--- src/bsc_pkg.sv ---
// ----------------------------------------------------------------------------
// bsc_pkg
// Shared types and constants of the barometric second-order compensation.
// ----------------------------------------------------------------------------
package bsc_pkg;

   localparam int unsigned COEFF_W    = 16;
   localparam int unsigned CSR_INDEX_W = 3;

   // Calibration register indexes
   localparam logic [CSR_INDEX_W-1:0] CSR_SENS        = 3'd0;
   localparam logic [CSR_INDEX_W-1:0] CSR_OFFSET      = 3'd1;
   localparam logic [CSR_INDEX_W-1:0] CSR_SENS_TEMP   = 3'd2;
   localparam logic [CSR_INDEX_W-1:0] CSR_OFFSET_TEMP = 3'd3;
   localparam logic [CSR_INDEX_W-1:0] CSR_REF_TEMP    = 3'd4;
   localparam logic [CSR_INDEX_W-1:0] CSR_TEMP_SLOPE  = 3'd5;

   typedef struct packed {
      logic [COEFF_W-1:0] sens;
      logic [COEFF_W-1:0] offset;
      logic [COEFF_W-1:0] sens_temp;
      logic [COEFF_W-1:0] offset_temp;
      logic [COEFF_W-1:0] ref_temp;
      logic [COEFF_W-1:0] temp_slope;
   } coeff_type;

endpackage

--- src/bsc_csr.sv ---
// ----------------------------------------------------------------------------
// bsc_csr
// Calibration word registers, written through the csr channel.
// ----------------------------------------------------------------------------
module bsc_csr
   import bsc_pkg::*;
(
   input  logic                   clock,
   input  logic                   reset,
   input  logic                   csr_valid,
   output logic                   csr_ready,
   input  logic [CSR_INDEX_W-1:0] csr_index,
   input  logic [COEFF_W-1:0]     csr_wdata,
   output coeff_type              coeff
);

   coeff_type coeff_ff;
   coeff_type coeff_in;

   assign csr_ready = 1'b1;
   assign coeff     = coeff_ff;

   always_comb begin
      coeff_in = coeff_ff;
      if (csr_valid) begin
         unique case (csr_index)
            CSR_SENS:        coeff_in.sens        = csr_wdata;
            CSR_OFFSET:      coeff_in.offset      = csr_wdata;
            CSR_SENS_TEMP:   coeff_in.sens_temp   = csr_wdata;
            CSR_OFFSET_TEMP: coeff_in.offset_temp = csr_wdata;
            CSR_REF_TEMP:    coeff_in.ref_temp    = csr_wdata;
            CSR_TEMP_SLOPE:  coeff_in.temp_slope  = csr_wdata;
            default: begin
               // drop writes beyond the register list
            end
         endcase
      end
   end

   always_ff @(posedge clock) begin
      if (reset) begin
         coeff_ff <= '0;
      end else begin
         coeff_ff <= coeff_in;
      end
   end

endmodule

--- config.mk ---
export PLATFORM = sky130hd
export DESIGN_NAME = bsc_csr
export DESIGN_NICKNAME = d
export VERILOG_FILES = /design/src/bsc_pkg.sv /design/src/bsc_csr.sv
export SDC_FILE = /design/constraint.sdc
export NUM_CORES = 1
export LEC_CHECK = 0
export ABC_CLOCK_PERIOD_IN_PS = 3500
export BUFFER_PORTS_ARGS = -buffer_cell sky130_fd_sc_hd__buf_2
export CAP_MARGIN = 25
export CORE_UTILIZATION = 45
export DETAILED_ROUTE_END_ITERATION = 7
export PLACE_DENSITY = 0.79
export SETUP_SLACK_MARGIN = 0.2
export SLEW_MARGIN = 20
export SYNTH_ARGS = -nofsm -noshare
export SYNTH_HDL_FRONTEND = slang
export SYNTH_SLANG_ARGS = --single-unit
export TNS_END_PERCENT = 30
--- constraint.sdc ---
create_clock -name clock -period 3.5 [get_ports clock]
set_clock_uncertainty 0.05 [all_clocks]
set_input_delay 0.7 -clock clock [delete_from_list [all_inputs] [get_ports clock]]
set_output_delay 0.7 -clock clock [all_outputs]
set_load 0.01 [all_outputs]
==> flow_metrics.tcl, run 1 <==
set metrics [dict create \
    core_area_sq_mm 0.00818 \
    ys.flop_type "dfxtp_1" \
    grt.busiest_layer "met2" \
    final_nets 469 \
    area_delta_synth_final_pct 22.6 \
    cts_buffers 9 \
    fill_cells 751 \
    wirelength_um 8700 \
    syn-num-nets 360 \
    rr_endpoint "coeff[87]$_SDFFE_PP0P_" \
    path_clk_slew_ns 0.09 \
    globalRouteTotalUtil 0.200 \
    slew_headroom 0.489 \
    critical_path_class "input port to flip-flop" \
    worst_slew_pin_slew_ns 0.766 \
    async_flop_share 0 \
    synth_most_common_cell "nand2b_1" \
    avgRoutedWirePerCell_um 15.6 \
    die_height_um 93.8 \
    grt_pass1_wl_um 13500 \
    seq_area_sq_mm 0.00192 \
    cp-start-kind "input port" \
    die_w_um 93.8 \
    clkPwrFrac 0.370 \
    syn_inst 338 \
    ant_nets 0 \
    rsz0062_at_grt "no" \
    hold_end "coeff[36]$_SDFFE_PP0P_" \
    synth-edff-count 0 \
    switching_share 0.237 \
    synth_common_cells "nand2b_1, dfxtp_1, mux2i_1" \
    leakage_nw 2.50 \
    vias 2753 \
    status "completed" \
    antenna_found_initial 0 \
    layout_min_cycle_time_ns 1.80 \
    diodes 0 \
    boundaryPins 119 \
    gp_congestion 0.715 \
    syn_avg_cell_area_sq_um 11.2 \
    fp.dieArea_sq_mm 0.00880 \
    met2_usage 0.330 \
    yosys.cell_types.count 13 \
    min_path_cells 2 \
    seqPwrFrac 0.551 \
    synth_area_sq_mm 0.00379 \
    p_int_mw 1.56 \
    cts_tree "built" \
    peakVddDrop_uv 205 \
    largest_register_ffs 96 \
    fin_crit_sh 0.514 \
    root_buffer "clkbuf_8" \
    hold_buffers 0 \
    grt_pass1_vias 2682 \
    first_iter_violations 77 \
    clk_path_buf_depth 2 \
    start_util 0.464 \
    hold_class "flip-flop to flip-flop" \
    crit_path_end_kind "flip-flop" \
    r2r_start "coeff[87]$_SDFFE_PP0P_" \
    vias_per_cell 4.94 \
    hold_viol 0 \
    ff2ff_path_depth 2 \
    dp_hpwl_um 6120 \
    yosysWarnings 0 \
    met1_usage 0.257 \
    cp.arrival_ns 2.01 \
    power.net_switching_mw 0.484 \
    dr.pass1.iters 4 \
    synth_top_area_share 0.507 \
    powerDensity_mw_per_mm2 440 \
    gr-total-overflow 0 \
    multi_input_area_sq_mm 0.00175 \
    gr-usage-met3 0.0396 \
    comb_power_share 0.079 \
    cts_resized 0 \
    cp_max_fo 12 \
    clock_sinks 96 \
    grt_max_degree 63 \
    synth.top_cells.by_area "dfxtp_1, mux2i_1, nand2b_1" \
    cp.required_ns 3.71 \
    setup_tns_ns 0 \
    remaining_drc_errors 0 \
    io_buffers 117 \
    row_count 33 \
    yosys_register_bits 96 \
    ys_seq_area_frac 0.507 \
    r2r_slack_ns 2.77 \
    synth_top_area_cell "dfxtp_1" \
    finalSetupViolCount 0 \
    max_freq_mhz 556 \
    hold_start "coeff[36]$_SDFFE_PP0P_" \
    total_power_mw 2.05 \
    maxCapViolCount 0 \
    slew_viol_final 0 \
    insertion_delay_ns 0.34 \
    cts_setup_buffers 0 \
    htree_levels 3 \
    drive_gt1_frac 0.312 \
]
-- cells in the final DEF, fill, tap and decap left out --
master / synthesis / routed
buf_2: 10 / 117
and4bb_2: 1 / 1
dfxtp_1: 96 / 96
or4b_1: 1 / 1
clkinvlp_4: 0 / 2
inv_6: 0 / 1
clkbuf_8: 0 / 11
bufinv_16: 0 / 1
conb_1: 1 / 1
nand4b_1: 2 / 2
nand2b_1: 112 / 112
nand4bb_1: 3 / 3
mux2i_1: 96 / 96
nor4b_2: 1 / 1
clkinv_4: 0 / 1
buf_4: 1 / 6
-- per-stage QoR --
stage	cells	worst slack (ns)	hold WS [ns]	utilization	instance area (sq um)
floorplan	338	1.73	0.443	-	3790
global placement	541	1.39	0.406	0.543	4440
detailed placement	541	1.35	0.412	0.543	4440
CTS	557	1.68	0.429	0.569	4650
global route	557	1.61	0.443	0.569	4650
finish	557	1.70	0.425	0.569	4650
-- worst max-delay path, cell delays in order --
cell,delay (ns)
buf_2,0.14
or4b_1,0.87
mux2i_1,0.29
-- worst max path at each step --
stage | from | endpoint | slack (ns) | depth (start not counted)
2_1_floorplan | csr_index[1] | coeff[85]$_SDFFE_PP0P_ | 1.73 | 4
3_3_place_gp | csr_index[1] | coeff[93]$_SDFFE_PP0P_ | 1.39 | 3
3_5_place_dp | csr_index[1] | coeff[87]$_SDFFE_PP0P_ | 1.35 | 3
4_1_cts | csr_index[1] | coeff[87]$_SDFFE_PP0P_ | 1.68 | 3
5_1_grt | reset | coeff[33]$_SDFFE_PP0P_ | 1.61 | 4
6_report | csr_index[1] | coeff[87]$_SDFFE_PP0P_ | 1.70 | 3
-- logic make-up (layout without fill, tap and decap cells) --
kind of cell / after synthesis / in the layout / share of synthesized area
other cells: 1 / 1 / 0.000988
simple gates: 120 / 120 / 0.208
mux: 96 / 96 / 0.253
buf+inv: 25 / 139 / 0.0310
flops: 96 / 96 / 0.507
-- power groups by stage --
stage / combinational (mW) / sequential (mW) / clock (mW)
6_report: 0.161 / 1.13 / 0.758
5_1_grt: 0.173 / 1.13 / 0.820
4_1_cts: 0.162 / 1.13 / 0.771
3_5_place_dp: 0.162 / 1.15 / 0
3_3_place_gp: 0.158 / 1.15 / 0
2_1_floorplan: 0.0883 / 1.16 / 0
-- routing by layer --
layer  share of wire  vias to the layer above
li1                -                     1329
met3           0.049                       13
met5               0                        -
met1            0.45                     1338
met2            0.48                       73
met4           0.021                        0
-- cell type report --
type	instances	share of cell area
flip-flops and latches	96	0.413
clock inverters	5	0.0134
multi-input cells	217	0.377
clock buffers	11	0.0325
well taps	105	0.0282
repair buffers	123	0.136
(Power assumes the default switching activity.)
==> run 2, diff against run 1 <==
--- a/config.mk
+++ b/config.mk
@@ -5,12 +5,13 @@
 export SDC_FILE = /design/constraint.sdc
 export NUM_CORES = 1
 export LEC_CHECK = 0
-export ABC_CLOCK_PERIOD_IN_PS = 3500
+export ABC_AREA = 1
+export ABC_CLOCK_PERIOD_IN_PS = 1510
 export BUFFER_PORTS_ARGS = -buffer_cell sky130_fd_sc_hd__buf_2
 export CAP_MARGIN = 25
 export CORE_UTILIZATION = 45
 export DETAILED_ROUTE_END_ITERATION = 7
-export PLACE_DENSITY = 0.79
+export PLACE_DENSITY = 0.81
 export SETUP_SLACK_MARGIN = 0.2
 export SLEW_MARGIN = 20
 export SYNTH_ARGS = -nofsm -noshare
==> constraint.sdc (replaced) <==
create_clock -name clock -period 1.51 [get_ports clock]
set_clock_uncertainty 0.05 [all_clocks]
set_input_delay 0.302 -clock clock [delete_from_list [all_inputs] [get_ports clock]]
set_output_delay 0.302 -clock clock [all_outputs]
set_load 0.01 [all_outputs]
==> run 2 against run 1 <==
Die area increased by 1.9%; worst setup slack got worse by 1.4 ns; critical path depth decreased by 2; non-clock buffer count increased by 1; sequential cell count unchanged; sequential power increased by 140%; register-to-register slack got worse by 1.9 ns; final cell count increased by 37%; critical path type is now flip-flop to output port; largest cell class unchanged; largest power group unchanged.
==> flow_metrics.tcl, run 2 <==
set metrics [dict create \
    cp.arrival_ns 0.88 \
    root_buffer "clkbuf_8" \
    layout_min_cycle_time_ns 1.23 \
    wirelength_um 10900 \
    cts_buffers 9 \
    cts_setup_buffers 0 \
    first_iter_violations 303 \
    vias_per_cell 5.03 \
    ys.flop_type "dfxtp_1" \
    synth_top_area_share 0.497 \
    die_height_um 94.7 \
    synth-edff-count 0 \
    yosys_register_bits 96 \
    p_int_mw 4.02 \
    start_util 0.468 \
    grt_pass1_vias 3408 \
    gp_congestion 0.789 \
    crit_slowest_cell "dfxtp_1" \
    area_delta_synth_final_pct 23.3 \
    switching_share 0.249 \
    final_nets 677 \
    power.net_switching_mw 1.33 \
    antenna_found_initial 0 \
    io_buffers 117 \
    final_cell_mix "nor2_1, buf_2, nand2_1" \
    core_area_sq_mm 0.00826 \
    slew_viol_final 0 \
    syn_inst 554 \
    fill_cells 799 \
    crit_chain "buf_2" \
    max_freq_mhz 813 \
    cts_resized 0 \
    worst_slew_pin_slew_ns 0.509 \
    final_common_cell "nor2_1" \
    vias 3850 \
    grt_max_degree 97 \
    syn-num-nets 576 \
    synth_most_common_cell "nor2_1" \
    synth_common_cells "nor2_1, nand2_1, dfxtp_1, nand3_1, buf_2" \
    async_flop_share 0 \
    cp_max_fo 2 \
    maxCapViolCount 0 \
    boundaryPins 119 \
    powerDensity_mw_per_mm2 1120 \
    path_clk_slew_ns 0.09 \
    seqPwrFrac 0.498 \
    die_w_um 94.7 \
    drive_gt1_frac 0.233 \
    slowest_delay_ns 0.38 \
    ant_nets 0 \
    hold_class "input port to flip-flop" \
    clock_sinks 96 \
    row_count 33 \
    remaining_drc_errors 0 \
    crit_family "flip-flops" \
    gr-total-overflow 0 \
    hold_viol 0 \
    setup_tns_ns 0 \
    crit_path_end_kind "output port" \
    yosysWarnings 0 \
    cts_tree "built" \
    peakVddDrop_uv 429 \
    slew_headroom 0.660 \
    cp-start-kind "flip-flop" \
    dr.pass1.iters 6 \
    critical_path_class "flip-flop to output port" \
    fin_util 0.578 \
    htree_levels 3 \
    synth_area_sq_mm 0.00387 \
    dp_hpwl_um 7440 \
    yosys.cell_types.count 15 \
    finalSetupViolCount 0 \
    rsz0062_at_grt "no" \
    globalRouteTotalUtil 0.248 \
    fin_crit_sh 0.814 \
    clkPwrFrac 0.386 \
    synth.top_cells.by_area "dfxtp_1, nor2_1, nand3_1" \
    ys_seq_area_frac 0.497 \
    status "completed" \
    cp.required_ns 1.16 \
    hold_buffers 0 \
    cp_num_buf_inv 1 \
    clk_path_buf_depth 2 \
    comb_power_share 0.116 \
    synth_top_area_cell "dfxtp_1" \
    syn_avg_cell_area_sq_um 6.98 \
    fp.dieArea_sq_mm 0.00897 \
    leakage_nw 2.37 \
    avgRoutedWirePerCell_um 14.3 \
    diodes 0 \
    insertion_delay_ns 0.35 \
    largest_register_ffs 96 \
    grt_pass1_wl_um 16800 \
]
## run 2: cell types whose count changed after synthesis, sizes merged, moves of 22 or more
| cell | previous run | this run |
|---|---|---|
| nand2 | 0 | 102 |
| inv | 0 | 22 |
| mux2i | 96 | 0 |
| nor2 | 0 | 202 |
| nand2b | 112 | 0 |
| nand3 | 0 | 96 |
## run 2: through the flow
step | area (sq um) | total power [mW] | setup WS (ns) | hold WS (ns) | cells
after floorplan | 3870 | 3.11 | 0.434 | 0.458 | 554
after global placement | 4520 | 3.32 | 0.198 | 0.409 | 749
after detailed placement | 4520 | 3.35 | 0.103 | 0.415 | 749
after CTS | 4770 | 5.37 | 0.279 | 0.329 | 765
after global routing | 4770 | 5.54 | 0.250 | 0.358 | 765
final | 4770 | 5.35 | 0.281 | 0.336 | 765
## run 2: area by class of cell
class	instances	area, sq um	share of cell area
clock buffer	11	151	0.0317
clock inverter	5	103	0.0215
inverter	23	86.3	0.0181
multi-input combinational	401	1690	0.354
sequential	96	1920	0.403
tap	105	131	0.0275
timing repair buffer	124	688	0.144
## run 2: worst paths after layout
kind / cells past startpoint / slack [ns] / start / end
worst min register to register: 2 / 0.43 / coeff[90]$_SDFFE_PP0P_ / coeff[90]$_SDFFE_PP0P_
worst max-delay path: 1 / 0.28 / coeff[85]$_SDFFE_PP0P_ / coeff[85]
worst max register to register: 2 / 0.84 / coeff[43]$_SDFFE_PP0P_ / coeff[43]$_SDFFE_PP0P_
worst min-delay path: 5 / 0.34 / csr_wdata[15] / coeff[31]$_SDFFE_PP0P_
## run 2: kinds of logic (layout without fill, tap and decap cells)
kind of cell,count (synthesis),after routing,synth area share
other,1,1,0.000969
buffers and inverters,57,163,0.0689
and+or+nand+nor,400,400,0.433
DFF,96,96,0.497
## run 2: per-layer routing
metal  global-route usage  part of all wire  vias up  routed length (um)
li1                     -                 -     1912                   -
met1                0.318              0.42     1757                4600
met2                0.415              0.49      162                5390
met3               0.0338             0.069       19                 752
met4                0.109             0.019        0                 204
met5                    0                 0        -                   0
## run 2: power by group through the flow
stage	Clock, mW	Sequential [mW]	Combinational, mW
after floorplan	0	2.76	0.351
after global placement	0	2.72	0.602
after detailed placement	0	2.73	0.620
after CTS	2.08	2.67	0.622
after global routing	2.18	2.68	0.691
final	2.06	2.67	0.623
==> run 3, diff against run 2 <==
--- a/config.mk
+++ b/config.mk
@@ -5,13 +5,13 @@
 export SDC_FILE = /design/constraint.sdc
 export NUM_CORES = 1
 export LEC_CHECK = 0
-export ABC_AREA = 1
-export ABC_CLOCK_PERIOD_IN_PS = 1510
+export ABC_AREA = 0
+export ABC_CLOCK_PERIOD_IN_PS = 1270
 export BUFFER_PORTS_ARGS = -buffer_cell sky130_fd_sc_hd__buf_2
 export CAP_MARGIN = 25
 export CORE_UTILIZATION = 45
 export DETAILED_ROUTE_END_ITERATION = 7
-export PLACE_DENSITY = 0.81
+export PLACE_DENSITY = 0.79
 export SETUP_SLACK_MARGIN = 0.2
 export SLEW_MARGIN = 20
 export SYNTH_ARGS = -nofsm -noshare
==> constraint.sdc (replaced) <==
create_clock -name clock -period 1.27 [get_ports clock]
set_clock_uncertainty 0.05 [all_clocks]
set_input_delay 0.254 -clock clock [delete_from_list [all_inputs] [get_ports clock]]
set_output_delay 0.254 -clock clock [all_outputs]
set_load 0.01 [all_outputs]
==> run 3 against run 2 <==
Combinational power fell by 10%; sequential power increased by 17%; clock power grew 9%; register-to-register slack worse by 0.47 ns; critical path type unchanged; largest cell class unchanged.
==> flow_metrics.tcl, run 3 (synthesis results as in run 1) <==
set metrics [dict create \
    fin_crit_sh 0.886 \
    slew_viol_final 0 \
    crit_family "flip-flops" \
    wirelength_um 9400 \
    cp.arrival_ns 0.82 \
    avgRoutedWirePerCell_um 16.0 \
    max_freq_mhz 888 \
    leakage_nw 2.79 \
    grt_pass1_vias 2858 \
    cts_tree "built" \
    critical_path_class "flip-flop to output port" \
    gp_congestion 0.762 \
    hold_ws_ns 0.275 \
    gr-total-overflow 0 \
    crit_path_end_kind "output port" \
    cp.required_ns 0.97 \
    finalSetupViolCount 0 \
    dr.pass1.iters 4 \
    root_buffer "clkbuf_8" \
    cp.depth 1 \
    antenna_found_initial 0 \
    preCtsSetupSlack_ns -0.172 \
    maxCapViolCount 0 \
    core_area_sq_mm 0.00818 \
    crit_chain "buf_6" \
    rsz0062_at_grt "yes" \
    setup_tns_ns 0 \
    critical_path.startpoint "coeff[29]$_SDFFE_PP0P_" \
    grt_max_degree 41 \
    cp_num_buf_inv 1 \
    diodes 0 \
    hold_class "input port to flip-flop" \
    ant_nets 0 \
    die_w_um 93.8 \
    ff2ff_path_depth 4 \
    cts_buffers 9 \
    final_nets 498 \
    area_delta_synth_final_pct 45.0 \
    final_common_cell "nand2b_1" \
    postLayoutCellArea_sq_mm 0.00550 \
    final_cell_mix "nand2b_1, mux2i_1, dfxtp_2" \
    hold_start "csr_wdata[15]" \
    r2r_start "coeff[29]$_SDFFE_PP0P_" \
    die_height_um 93.8 \
    cp-start-kind "flip-flop" \
    drive_gt1_frac 0.551 \
    row_count 33 \
    insertion_delay_ns 0.35 \
    vias_per_cell 4.88 \
    grt_pass1_wl_um 14300 \
    status "completed" \
    start_util 0.464 \
    first_iter_violations 97 \
    powerDensity_mw_per_mm2 1080 \
    path_clk_slew_ns 0.10 \
    fp.dieArea_sq_mm 0.00880 \
    min_path_cells 3 \
    globalRouteTotalUtil 0.214 \
    dp_hpwl_um 6180 \
    boundaryPins 119 \
    crit_slowest_cell "dfxtp_2" \
    hold_viol 0 \
    slowest_delay_ns 0.36 \
    clock_sinks 96 \
    remaining_drc_errors 0 \
    hold_buffers 0 \
    vias 2859 \
    clk_path_buf_depth 2 \
    peakVddDrop_uv 550 \
    fill_cells 606 \
    io_buffers 117 \
    place_area_sq_mm 0.00462 \
    total_power_mw 5.94 \
    cp_max_fo 2 \
    layout_min_cycle_time_ns 1.13 \
    setup_ws_ns 0.144 \
    largest_register_ffs 96 \
    htree_levels 3 \
]
## run 3: worst paths after layout
path | end | slack [ns]
worst min register to register | coeff[82]$_SDFFE_PP0P_ | 0.42
worst max-delay path | coeff[29] | 0.14
worst max register to register | coeff[29]$_SDFFE_PP0P_ | 0.37
worst min-delay path | coeff[79]$_SDFFE_PP0P_ | 0.28
## run 3: layer usage
| layer | wire length (um) | vias up | track usage |
|---|---|---|---|
| li1 | - | 1391 | - |
| met1 | 4240 | 1388 | 0.269 |
| met2 | 4680 | 65 | 0.358 |
| met5 | 0 | - | 0 |
| met3 | 256 | 15 | 0.0324 |
| met4 | 224 | 0 | 0.101 |
## run 3: power by group
group | switching [mW] | internal [mW] | leakage (nW) | total [mW]
combinational | 0.258 | 0.301 | 1.85 | 0.558
clock | 1.07 | 1.17 | 0.117 | 2.25
sequential | 0.0454 | 3.09 | 0.823 | 3.13
total | 1.38 | 4.56 | 2.79 | 5.94
## run 3: layout make-up
| class | count | area, sq um | area share |
|---|---|---|---|
| timing repair buffer | 152 | 1340 | 0.243 |
| sequential | 96 | 2040 | 0.371 |
| clock buffer | 10 | 138 | 0.0250 |
| multi-input combinational | 217 | 1760 | 0.321 |
| tap | 105 | 131 | 0.0239 |
| clock inverter | 6 | 91.3 | 0.0166 |
## run 3: repair_timing
action	CTS	global route
pin swaps	0	0
gates resized for setup	136	23
setup buffers	8	10
endpoints found under the setup margin	96	97
## run 3: stage by stage
step                       util  instances
after floorplan               -        338
after global placement    0.565        552
after detailed placement  0.565        552
after CTS                 0.649        576
after global routing      0.673        586
final                     0.673        586
